**src/hdl/u16u8_pkg.sv**
```systemverilog
// Shared types, constants and the UTF-8 byte builder for the UTF-16 to UTF-8 encoder.
// No dependencies; every other file in hdl imports this package.
package u16u8_pkg;

  localparam int unsigned QDEPTH = 2;
  localparam int unsigned QAW    = $clog2(QDEPTH);
  localparam int unsigned QCW    = $clog2(QDEPTH + 1);

  localparam logic [15:0] HIGH_FIRST = 16'hD800;
  localparam logic [15:0] LOW_FIRST  = 16'hDC00;
  localparam logic [15:0] LOW_END    = 16'hE000;
  localparam logic [15:0] REPL_CHAR  = 16'hFFFD;
  localparam logic [20:0] SUPP_BASE  = 21'h10000;

  // UTF-8 form of U+FFFD.
  localparam logic [7:0] REPL_B0 = 8'hEF;
  localparam logic [7:0] REPL_B1 = 8'hBF;
  localparam logic [7:0] REPL_B2 = 8'hBD;

  // Encoded character: byte count and bytes, element 0 leaves first.
  typedef struct packed {
    logic [2:0]      cnt;
    logic [3:0][7:0] bytes;
  } enc_t;

  // One unit of work for the byte emitter.
  typedef struct packed {
    logic            repl;
    logic [2:0]      cnt;
    logic [3:0][7:0] bytes;
  } job_t;

  function automatic enc_t utf8_encode(input logic [20:0] cp);
    enc_t e;
    e = '0;
    if (cp < 21'h80) begin
      e.cnt      = 3'd1;
      e.bytes[0] = {1'b0, cp[6:0]};
    end else if (cp < 21'h800) begin
      e.cnt      = 3'd2;
      e.bytes[0] = {3'b110, cp[10:6]};
      e.bytes[1] = {2'b10, cp[5:0]};
    end else if (cp < 21'h10000) begin
      e.cnt      = 3'd3;
      e.bytes[0] = {4'b1110, cp[15:12]};
      e.bytes[1] = {2'b10, cp[11:6]};
      e.bytes[2] = {2'b10, cp[5:0]};
    end else begin
      e.cnt      = 3'd4;
      e.bytes[0] = {5'b11110, cp[20:18]};
      e.bytes[1] = {2'b10, cp[17:12]};
      e.bytes[2] = {2'b10, cp[11:6]};
      e.bytes[3] = {2'b10, cp[5:0]};
    end
    return e;
  endfunction

endpackage

```
**src/hdl/utf16_to_utf8_encoder.sv**
```systemverilog
// UTF-16 to UTF-8 encoder top level. The first byte of a word reaches the result ports
// through the job queue, the emitter's current-job register and its output register.
// Throughput: one output byte per cycle while the receiver pops; a word causes zero to
// six bytes (none for a fresh high surrogate); the output register sets that rate.
// Reset (rst, synchronous, active high) clears the pending surrogate, queue and output.
// Depends on u16u8_pkg, u16u8_front, u16u8_fifo and u16u8_back.
module utf16_to_utf8_encoder (
  input  logic        clk,
  input  logic        rst,
  input  logic        push,
  output logic        full,
  input  logic [15:0] code_unit,
  output logic        empty,
  input  logic        pop,
  output logic [7:0]  out_byte,
  output logic        last_byte
);
  import u16u8_pkg::*;

  // The front end classifies each word and hands a job to the queue. Words that
  // produce nothing (a fresh high surrogate) never occupy a queue entry.
  logic q_push;
  logic q_pop;
  logic q_full;
  logic q_valid;
  job_t job;
  job_t q_head;

  // Input side stalls only when the job queue has no room.
  assign full = q_full;

  u16u8_front u_front (
    .clk       (clk),
    .rst       (rst),
    .push      (push),
    .code_unit (code_unit),
    .q_full    (q_full),
    .q_push    (q_push),
    .job       (job)
  );

  // Two-entry queue lets the front keep taking words while bytes drain.
  u16u8_fifo u_fifo (
    .clk       (clk),
    .rst       (rst),
    .push      (q_push),
    .din       (job),
    .pop       (q_pop),
    .dout      (q_head),
    .full      (q_full),
    .not_empty (q_valid)
  );

  // The emitter picks up the next job in the same cycle the last byte of the
  // current one moves into the output register, so bytes flow without gaps.
  u16u8_back u_back (
    .clk       (clk),
    .rst       (rst),
    .q_valid   (q_valid),
    .q_head    (q_head),
    .q_pop     (q_pop),
    .pop       (pop),
    .empty     (empty),
    .out_byte  (out_byte),
    .last_byte (last_byte)
  );

  // The queue must never be written while it is full.
  a_no_overflow: assert property (@(posedge clk) disable iff (rst)
    q_push |-> !q_full)
    else $error("job queue written while full");

  // Every queued job must carry at least one byte.
  a_job_nonempty: assert property (@(posedge clk) disable iff (rst)
    q_push |-> (job.repl || (job.cnt != 3'd0)))
    else $error("job with no bytes queued");

  // A job is taken only when one is present.
  a_no_underflow: assert property (@(posedge clk) disable iff (rst)
    q_pop |-> q_valid)
    else $error("job queue read while empty");

  // Reset leaves nothing on the result side.
  a_reset_empty: assert property (@(posedge clk)
    rst |=> empty)
    else $error("result present right after reset");

endmodule

```
**src/hdl/u16u8_front.sv**
```systemverilog
// Front end: accepts UTF-16 code units, tracks a pending high surrogate and
// builds a job for each unit that yields bytes. Depends on u16u8_pkg.
module u16u8_front (
  input  logic                clk,
  input  logic                rst,
  input  logic                push,
  input  logic [15:0]         code_unit,
  input  logic                q_full,
  output logic                q_push,
  output u16u8_pkg::job_t     job
);
  import u16u8_pkg::*;

  logic        held_valid;
  logic [9:0]  held_high;
  logic        take;
  logic        is_high;
  logic        is_low;
  logic        pair;
  logic [20:0] cp;
  enc_t        enc;

  assign take    = push && !q_full;
  assign is_high = (code_unit >= HIGH_FIRST) && (code_unit < LOW_FIRST);
  assign is_low  = (code_unit >= LOW_FIRST) && (code_unit < LOW_END);
  assign pair    = held_valid && is_low;

  always_comb begin
    if (pair) begin
      cp = SUPP_BASE + {1'b0, held_high, code_unit[9:0]};
    end else if (is_low) begin
      cp = {5'd0, REPL_CHAR};
    end else begin
      cp = {5'd0, code_unit};
    end
    enc       = utf8_encode(cp);
    job.repl  = held_valid && !is_low;
    job.cnt   = is_high ? 3'd0 : enc.cnt;
    job.bytes = enc.bytes;
  end

  // A high surrogate with nothing pending produces no bytes and no job.
  assign q_push = take && (job.repl || (job.cnt != 3'd0));

  always_ff @(posedge clk) begin
    if (rst) begin
      held_valid <= 1'b0;
      held_high  <= '0;
    end else if (take) begin
      if (is_high) begin
        held_valid <= 1'b1;
        held_high  <= code_unit[9:0];
      end else begin
        held_valid <= 1'b0;
        held_high  <= '0;
      end
    end
  end

endmodule

```
**src/hdl/u16u8_fifo.sv**
```systemverilog
// Short job queue between the front end and the byte emitter.
// Depends on u16u8_pkg for the job type and depth.
module u16u8_fifo (
  input  logic                clk,
  input  logic                rst,
  input  logic                push,
  input  u16u8_pkg::job_t     din,
  input  logic                pop,
  output u16u8_pkg::job_t     dout,
  output logic                full,
  output logic                not_empty
);
  import u16u8_pkg::*;

  job_t           store [QDEPTH];
  logic [QAW-1:0] wptr;
  logic [QAW-1:0] rptr;
  logic [QCW-1:0] count;

  assign full      = (count == QCW'(QDEPTH));
  assign not_empty = (count != '0);
  assign dout      = store[rptr];

  always_ff @(posedge clk) begin
    if (push) begin
      store[wptr] <= din;
    end
  end

  always_ff @(posedge clk) begin
    if (rst) begin
      wptr  <= '0;
      rptr  <= '0;
      count <= '0;
    end else begin
      if (push) begin
        wptr <= (wptr == QAW'(QDEPTH - 1)) ? '0 : wptr + 1'b1;
      end
      if (pop) begin
        rptr <= (rptr == QAW'(QDEPTH - 1)) ? '0 : rptr + 1'b1;
      end
      if (push && !pop) begin
        count <= count + 1'b1;
      end else if (pop && !push) begin
        count <= count - 1'b1;
      end
    end
  end

endmodule

```
**src/hdl/u16u8_back.sv**
```systemverilog
// Byte emitter: walks each job one byte per cycle into an output register
// while the receiver pops or the register is empty. Depends on u16u8_pkg.
module u16u8_back (
  input  logic                clk,
  input  logic                rst,
  input  logic                q_valid,
  input  u16u8_pkg::job_t     q_head,
  output logic                q_pop,
  input  logic                pop,
  output logic                empty,
  output logic [7:0]          out_byte,
  output logic                last_byte
);
  import u16u8_pkg::*;

  logic            cur_valid;
  job_t            cur;
  logic [2:0]      pos;
  logic            out_valid;
  logic [5:0][7:0] seq;
  logic [2:0]      total;
  logic            advance;
  logic            cur_last;

  // Byte sequence of the current job: U+FFFD first when flagged.
  always_comb begin
    seq = '0;
    if (cur.repl) begin
      seq[0] = REPL_B0;
      seq[1] = REPL_B1;
      seq[2] = REPL_B2;
      seq[3] = cur.bytes[0];
      seq[4] = cur.bytes[1];
      seq[5] = cur.bytes[2];
      total  = cur.cnt + 3'd3;
    end else begin
      seq[0] = cur.bytes[0];
      seq[1] = cur.bytes[1];
      seq[2] = cur.bytes[2];
      seq[3] = cur.bytes[3];
      total  = cur.cnt;
    end
  end

  assign advance  = !out_valid || pop;
  assign cur_last = cur_valid && (pos == total - 3'd1);
  assign q_pop    = q_valid && (!cur_valid || (advance && cur_last));
  assign empty    = !out_valid;

  always_ff @(posedge clk) begin
    if (q_pop) begin
      cur <= q_head;
    end
    if (advance && cur_valid) begin
      out_byte  <= seq[pos];
      last_byte <= cur_last;
    end
  end

  always_ff @(posedge clk) begin
    if (rst) begin
      cur_valid <= 1'b0;
      pos       <= '0;
      out_valid <= 1'b0;
    end else begin
      if (advance) begin
        out_valid <= cur_valid;
      end
      if (q_pop) begin
        cur_valid <= 1'b1;
        pos       <= '0;
      end else if (advance && cur_valid) begin
        if (cur_last) begin
          cur_valid <= 1'b0;
          pos       <= '0;
        end else begin
          pos <= pos + 3'd1;
        end
      end
    end
  end

endmodule

```
**config.mk**
```make
export PLATFORM = sky130hd
export DESIGN_NAME = utf16_to_utf8_encoder
export DESIGN_NICKNAME = d
export VERILOG_FILES = /design/src/hdl/u16u8_pkg.sv /design/src/hdl/utf16_to_utf8_encoder.sv /design/src/hdl/u16u8_front.sv /design/src/hdl/u16u8_fifo.sv /design/src/hdl/u16u8_back.sv
export SDC_FILE = /design/constraint.sdc
export NUM_CORES = 1
export LEC_CHECK = 0
export ABC_AREA = 1
export BUFFER_PORTS_ARGS = -buffer_cell sky130_fd_sc_hd__buf_2
export CORE_MARGIN = 2
export CORE_UTILIZATION = 61
export CTS_CLUSTER_DIAMETER = 30
export DETAILED_ROUTE_END_ITERATION = 10
export GPL_TIMING_DRIVEN = 0
export PLACE_DENSITY = 0.84
export SLEW_MARGIN = 20
export SYNTH_ARGS = -nofsm -noshare
export SYNTH_HDL_FRONTEND = slang
export SYNTH_SLANG_ARGS = --single-unit
export TNS_END_PERCENT = 100
```
**constraint.sdc**
```tcl
create_clock -name clk -period 3.25 [get_ports clk]
set_input_delay 0.65 -clock clk [delete_from_list [all_inputs] [get_ports clk]]
set_output_delay 0.65 -clock clk [all_outputs]
set_load 0.02 [all_outputs]
```
Word-level counts from Yosys, hierarchy flattened

Memory sizes are Yosys's and may differ from the RTL's. A register that Yosys moved wholly into a read port is not among the register bits.
Cells that the tools add are included.

Bits in registers: 29
Bits in writable memories: 72
Input port bits: 20
Output and inout port bits: 11
Logic and storage cells: 86
Memories kept: 1

Add/subtract/negate cells: 8
$lt $le $gt $ge: 8
Equality and inequality tests: 2
Multiplexer cells: 29
Reductions and logical operators: 28

Memories:

| name         | words | bits a word | read ports | clocked after memory_dff | write ports | RTL line         | source |
|---|---|---|---|---|---|---|---|
| u_fifo.store | 2     | 36          | 1          | 1                        | 1           | u16u8_fifo.sv:15 | `job_t store [QDEPTH];` |

Operator list:

| cell                                                                   | number |
|---|---|
| 16-bit two-way mux                                                     | 4 |
| 16-bit greater-or-equal comparator, second input constant              | 2 |
| 16-bit < comparator, second input constant                             | 2 |
| 32-bit two-way mux                                                     | 1 |
| 8-bit binary-select mux with 3-bit select                              | 1 |
| 24-bit two-way mux                                                     | 1 |
| 8-bit two-way mux                                                      | 3 |
| 22-bit two-way mux                                                     | 1 |
| 17-bit by 20-bit adder with 21-bit output, first input constant        | 1 |
| 21-bit by 12-bit < comparator with 1-bit output, second input constant | 1 |
| 21-bit by 17-bit < comparator with 1-bit output, second input constant | 1 |
| 21-bit by 8-bit < comparator with 1-bit output, second input constant  | 1 |
| 21-bit two-way mux                                                     | 1 |
| 3-bit two-way mux                                                      | 6 |
| 1-bit logical AND                                                      | 12 |
| 10-bit two-way mux                                                     | 1 |
| 1-bit two-way mux                                                      | 8 |
| 2-bit nonzero test                                                     | 4 |
| 1-bit zero test                                                        | 6 |
| 3-bit by 4-bit < comparator with 1-bit output, second input constant   | 1 |
| 2-bit two-way mux                                                      | 2 |
| 3-bit by 1-bit adder with 3-bit output, second input constant          | 1 |
| 3-bit by 2-bit adder with 3-bit output, second input constant          | 1 |
| 3-bit equality test                                                    | 1 |
| other kinds (9)                                                        | 12 |

Logic depth before layout (Yosys ltp)

Depth in word-level cells: 16
Depth in mapped cells: 16
Mapped depth without buffers: 16

Modules after synthesis

From an unflattened synthesis, not the netlist that was laid out.

Cells, all modules: 637
Area, all modules: 6718.9 um2

Modules (own cells, without submodules):

| module      | instances | cells each | area an instance (um2) | seq. area each (um2) |
|---|---|---|---|---|
| u16u8_fifo  | 1         | 145        | 2977.9                 | 2262.2 |
| u16u8_back  | 1         | 233        | 2341.0                 | 1451.4 |
| u16u8_front | 1         | 259        | 1400.1                 | 220.2 |

Worst setup path after synthesis

No wires, ideal clock.

Path kind: in2reg
From: input port code_unit[15]
To: memory u_fifo.store[1][0] (netlist name), enable pin
Library setup time: 423 ps
Arrival: 2543 ps
Required time: 2827 ps
Setup slack: 284 ps
Cell stages on the path: 6
Path buffers: 1
Cell sequence: nand2_1 -> nor2_4 -> buf_6 -> nand3_1 -> o21ai_0 -> nor2_1

Word-level cells in the longest chain between the ends: 14
Elaborated cells on any way between the ends: 23
Those cells by class: 7 x order compare; 8 x mux; 8 x reduce/logical

Ends and longest elaborated chain:

| element                                                                          | RTL line                             | source |
|---|---|---|
| start: declaration                                                               | utf16_to_utf8_encoder.sv:12          | `input logic [15:0] code_unit,` |
| 16-bit greater-or-equal comparator / 16-bit < comparator (equally long branches) | u16u8_front.sv:25                    | `assign is_low = (code_unit >= LOW_FIRST) && (code_unit < LOW_END);` |
| 1-bit logical AND                                                                | u16u8_front.sv:25                    |  |
| 16-bit two-way mux / 1-bit logical AND (equally long branches)                   | u16u8_front.sv:31, u16u8_front.sv:26 |  |
| 21-bit two-way mux                                                               | u16u8_front.sv:29                    | `if (pair) begin` |
| 21-bit by 17-bit < comparator with 1-bit output                                  | u16u8_pkg.sv:43                      | `end else if (cp < 21'h10000) begin` |
| 3-bit two-way mux                                                                | u16u8_pkg.sv:43                      |  |
| 3-bit two-way mux                                                                | u16u8_pkg.sv:39                      | `end else if (cp < 21'h800) begin` |
| 3-bit two-way mux                                                                | u16u8_pkg.sv:36                      | `if (cp < 21'h80) begin` |
| 3-bit two-way mux                                                                | u16u8_front.sv:38                    | `job.cnt = is_high ? 3'd0 : enc.cnt;` |
| 3-bit nonzero test                                                               | u16u8_front.sv:43                    | `assign q_push = take && (job.repl \|\| (job.cnt != 3'd0));` |
| 1-bit logical OR (*)                                                             | u16u8_front.sv:43                    |  |
| 1-bit logical AND (*)                                                            | u16u8_front.sv:43                    |  |
| 1-bit two-way mux (*)                                                            | u16u8_fifo.sv:25                     | `if (push) begin` |
| 1-bit two-way mux (implied by the code) (*)                                      | u16u8_fifo.sv:26                     | `store[wptr] <= din;` |
| end: declaration                                                                 | u16u8_fifo.sv:15                     |  |

Every way passes the cells marked *; elsewhere a longest branch is shown, timed or not.

Worst setup path in the final report

From: register, netlist name u_back.cur[32]
To: register u_fifo.count[1]

Word-level cells in the longest chain between the ends: 11
Elaborated cells on any way between the ends: 13
Those cells by class: 2 x add/sub; 1 x eq/ne; 2 x mux; 8 x reduce/logical

Ends and longest elaborated chain:

| element                                                        | RTL line         | source |
|---|---|---|
| 3-bit by 2-bit adder with 3-bit output                         | u16u8_back.sv:35 | `total = cur.cnt + 3'd3;` |
| 3-bit two-way mux (*)                                          | u16u8_back.sv:28 | `if (cur.repl) begin` |
| 3-bit by 1-bit subtractor with 3-bit output (*)                | u16u8_back.sv:46 | `assign cur_last = cur_valid && (pos == total - 3'd1);` |
| 3-bit equality test (*)                                        | u16u8_back.sv:46 |  |
| 1-bit logical AND (*)                                          | u16u8_back.sv:46 |  |
| 1-bit logical AND (*)                                          | u16u8_back.sv:47 | `assign q_pop = q_valid && (!cur_valid \|\| (advance && cur_last));` |
| 1-bit logical OR (*)                                           | u16u8_back.sv:47 |  |
| 1-bit logical AND (*)                                          | u16u8_back.sv:47 |  |
| 1-bit zero test                                                | u16u8_fifo.sv:42 | `if (push && !pop) begin` |
| 1-bit logical AND                                              | u16u8_fifo.sv:42 |  |
| 2-bit two-way mux / 2-bit nonzero test (equally long branches) | --               |  |
| end signal: assignment                                         | u16u8_fifo.sv:43 | `count <= count + 1'b1;` |
| end signal: assignment                                         | u16u8_fifo.sv:45 | `count <= count - 1'b1;` |
| end: declaration                                               | u16u8_fifo.sv:18 | `logic [QCW-1:0] count;` |

Marked as above.
A chain may end at the register's enable or synchronous reset.

==> results by group <==
Floorplanning
  – Core area: 0.00928 mm²
  – Die area: 0.0104 mm²
  – Die X: 102 µm
  – Die height: 102 µm
  – Starting Density: 63.0%
  – Ports: 31
  – Row count: 35

STA
  – Final Slew Violations: 0
  – Period utilisation layout: 91.8%
  – Worst Max-Slew Pin Slew: 0.775 ns
  – Slew HR: 47.8%
  – Fin Setup TNS: 0 ns
  – Max Freq: 335 MHz
  – Fin Clk Skew: 0.0100 ns
  – Unrepaired setup endpoints after global routing: false
  – Final Hold Vio Count: 0
  – Tmin final: 2.98 ns
  – Setup violators final: 0
  – Min Hold Slack: 0.382 ns

Clock network
  – Num CTS Buffers: 17
  – Clk Latency, worst-skew pair: 0.52 ns
  – Clock sinks: 125
  – CTS Hold Buffers Added: 0
  – Reg clk slew, reported paths: 0.06 ns
  – Post-CTS sizing: 0
  – Root buffer cell: clkbuf_8
  – # Post-CTS Setup Buffers: 0
  – Clock buffer depth: 2
  – CTS tree: done
  – H-tree depth reported by CTS: 4

Placement
  – Port bufs: 30
  – Post-detail-place hpwl: 8.68 mm
  – Final GP Congestion: 0.950

Yosys
  – Synth Instances: 557
  – Cell variety after synth: 37
  – Ys async rst share: 0%
  – Synth warn: 0
  – Synthesized flop and latch total: 125
  – Largest cells by area after synthesis: edfxtp_1, nand2_1, dfxtp_1
  – Synth top cells by count: nand2_1, edfxtp_1, inv_1, a21oi_1, nand3_1
  – EDFF count, synth: 105
  – Mapped cell area: 0.00584 mm²
  – Seq/Total Area, Yosys: 60.8%
  – Syn_nets: 582
  – Synth top area share: 53.9%
  – Top cell type by total area after synthesis: edfxtp_1
  – Top-count cell post-synth: nand2_1
  – Top FF cell, synth: edfxtp_1
  – Average cell area after synthesis: 10.5 µm²

Power
  – Cell Pwr Density: 796 mW/mm²
  – P_leak: 2.61 nW
  – Maximum VDD drop: 0.413 mV

Global route
  – Largest net degree at the start of global routing: 34
  – GR Overflow Total: 0
  – First-pass GRT wire length: 20.9 mm
  – GRT Overall Usage: 26.9%
  – Number of global-route vias before repair: 4260
  – Initial antenna violation count: 0

Critical path
  – Critical path depth: 16
  – Setup CP Type: reg -> reg
  – Critical Path AT: 3.38 ns
  – WP buf/inv: 1
  – Cell family with most CP delay: compound AO/OA/AOI/OAI gates
  – Crit-path cells: inv_1, ha_1, nand2_1, o21ai_0, ha_1, o21ai_0, a21o_1, nor2_1, nand3_1, nand2_1, nand2_1, ha_1, a21oi_1, o21ai_0, o21ai_0, a21oi_1
  – R2r worst-path depth: 16
  – Worst EP required: 3.65 ns
  – Nature of the critical path endpoint: register
  – Largest stage delay, worst path: 0.37 ns
  – CP max FO: 4
  – Crit path top cell by count: o21ai_0
  – Slowest-stage cell, CP: edfxtp_1
  – Startpoint Class: register

Run status
  – Status: finished clean

Flow run
  – Max Cap Viol: 0

Detailed routing
  – Antenna-violating nets left: 0
  – Vias/cell: 5.77
  – Vias: 4321
  – Drt drc: 0
  – Routed wire per std cell: 17.2 µm
  – DR pass1 iterations: 6
  – Initial DRC Count: 307
  – Detailed Route WL: 12.9 mm

Layout
  – ANT cells: 0
  – Nets: 633
  – Area Growth Syn to Fin: 15.9%
  – Share of cells above drive strength 1: 20.3%

Worst hold path
  – Worst hold path type: in -> reg
  – Hold path cells: 2
[area by class of cell]
type                       instances  area, µm²
sequential                       125       3550
timing repair buffer              32        190
fill                             609       2510
clock buffer                      17        414
clock inverter                    14        146
inverter                          68        255
tap                              129        161
buffer                            24        134
multi-input combinational        340       1920
[registers in the layout (all words and copies together) (netlist names), 2 cells and up]
| name | count |
|---|---|
| u_fifo.store | 64 |
| u_back.out_byte | 8 |
| u_front.held_high | 10 |
| u_fifo.count | 2 |
| u_back.cur | 32 |
| u_back.pos | 3 |
[metrics by stage]
step	total power [mW]	utilization (%)	cells	worst slack (ns)	instance area, µm²
floorplan	3.23	-	557	0.284	5840
global placement	3.50	66.3	716	-0.555	6160
detailed placement	3.60	66.9	718	0.108	6210
CTS	5.39	72.9	749	0.0923	6770
global route	5.64	72.9	749	0.0287	6770
finish	5.39	72.9	749	0.267	6770
[power by group]
part / switching, mW / leakage [nW] / internal [mW] / total [mW]
combinational: 0.836 / 1.25 / 0.443 / 1.28
clock: 0.691 / 0.258 / 1.08 / 1.77
sequential: 0.126 / 1.10 / 2.21 / 2.34
[placed cells by master, fill, tap and decap left out, drive strengths merged, types with 2 or more instances in the layout]
cell / instances
dfxtp: 20
clkbuf: 32
clkinv: 5
nand3b: 2
nor3: 2
a221oi: 5
o21ai: 38
nand4: 9
a21o: 3
ha: 5
a21oi: 43
nor2: 33
edfxtp: 105
o22ai: 6
nand3: 43
clkinvlp: 6
nand2: 112
mux2: 32
buf: 41
inv: 69
bufinv: 2
[worst paths after layout]
check	start	end	slack, ns
max reg2reg	u_back.cur[32]$_DFFE_PP_	u_fifo.count[1]$_SDFFE_PP0P_	0.27
min	rst	u_back.out_valid$_SDFFE_PP0N_	0.38
max	u_back.cur[32]$_DFFE_PP_	u_fifo.count[1]$_SDFFE_PP0P_	0.27
min reg2reg	u_front.held_high[2]$_SDFFE_PP0P_	u_front.held_high[2]$_SDFFE_PP0P_	0.46
[per-layer routing]
layer  track usage (%)  vias to the layer above  part of all wire, %
met5                 0                        -                    0
met4              9.13                        0                  2.2
met3              6.22                       27                  6.1
met2              46.8                      188                   52
met1              33.4                     2071                   40
li1                  -                     2035                    -
[kinds of logic after synthesis]
group | after synthesis | synth area share (%)
XOR/XNOR | 2 | 0.300
AND/OR/NAND/NOR | 202 | 15.8
multiplexers | 32 | 6.17
flip-flops | 125 | 60.8
buffers and inverters | 92 | 6.66
adder cells (fa/ha/maj) | 5 | 1.07
AO/OA/AOI/OAI | 99 | 9.25
No activity file was read; power rests on OpenSTA's default activity.
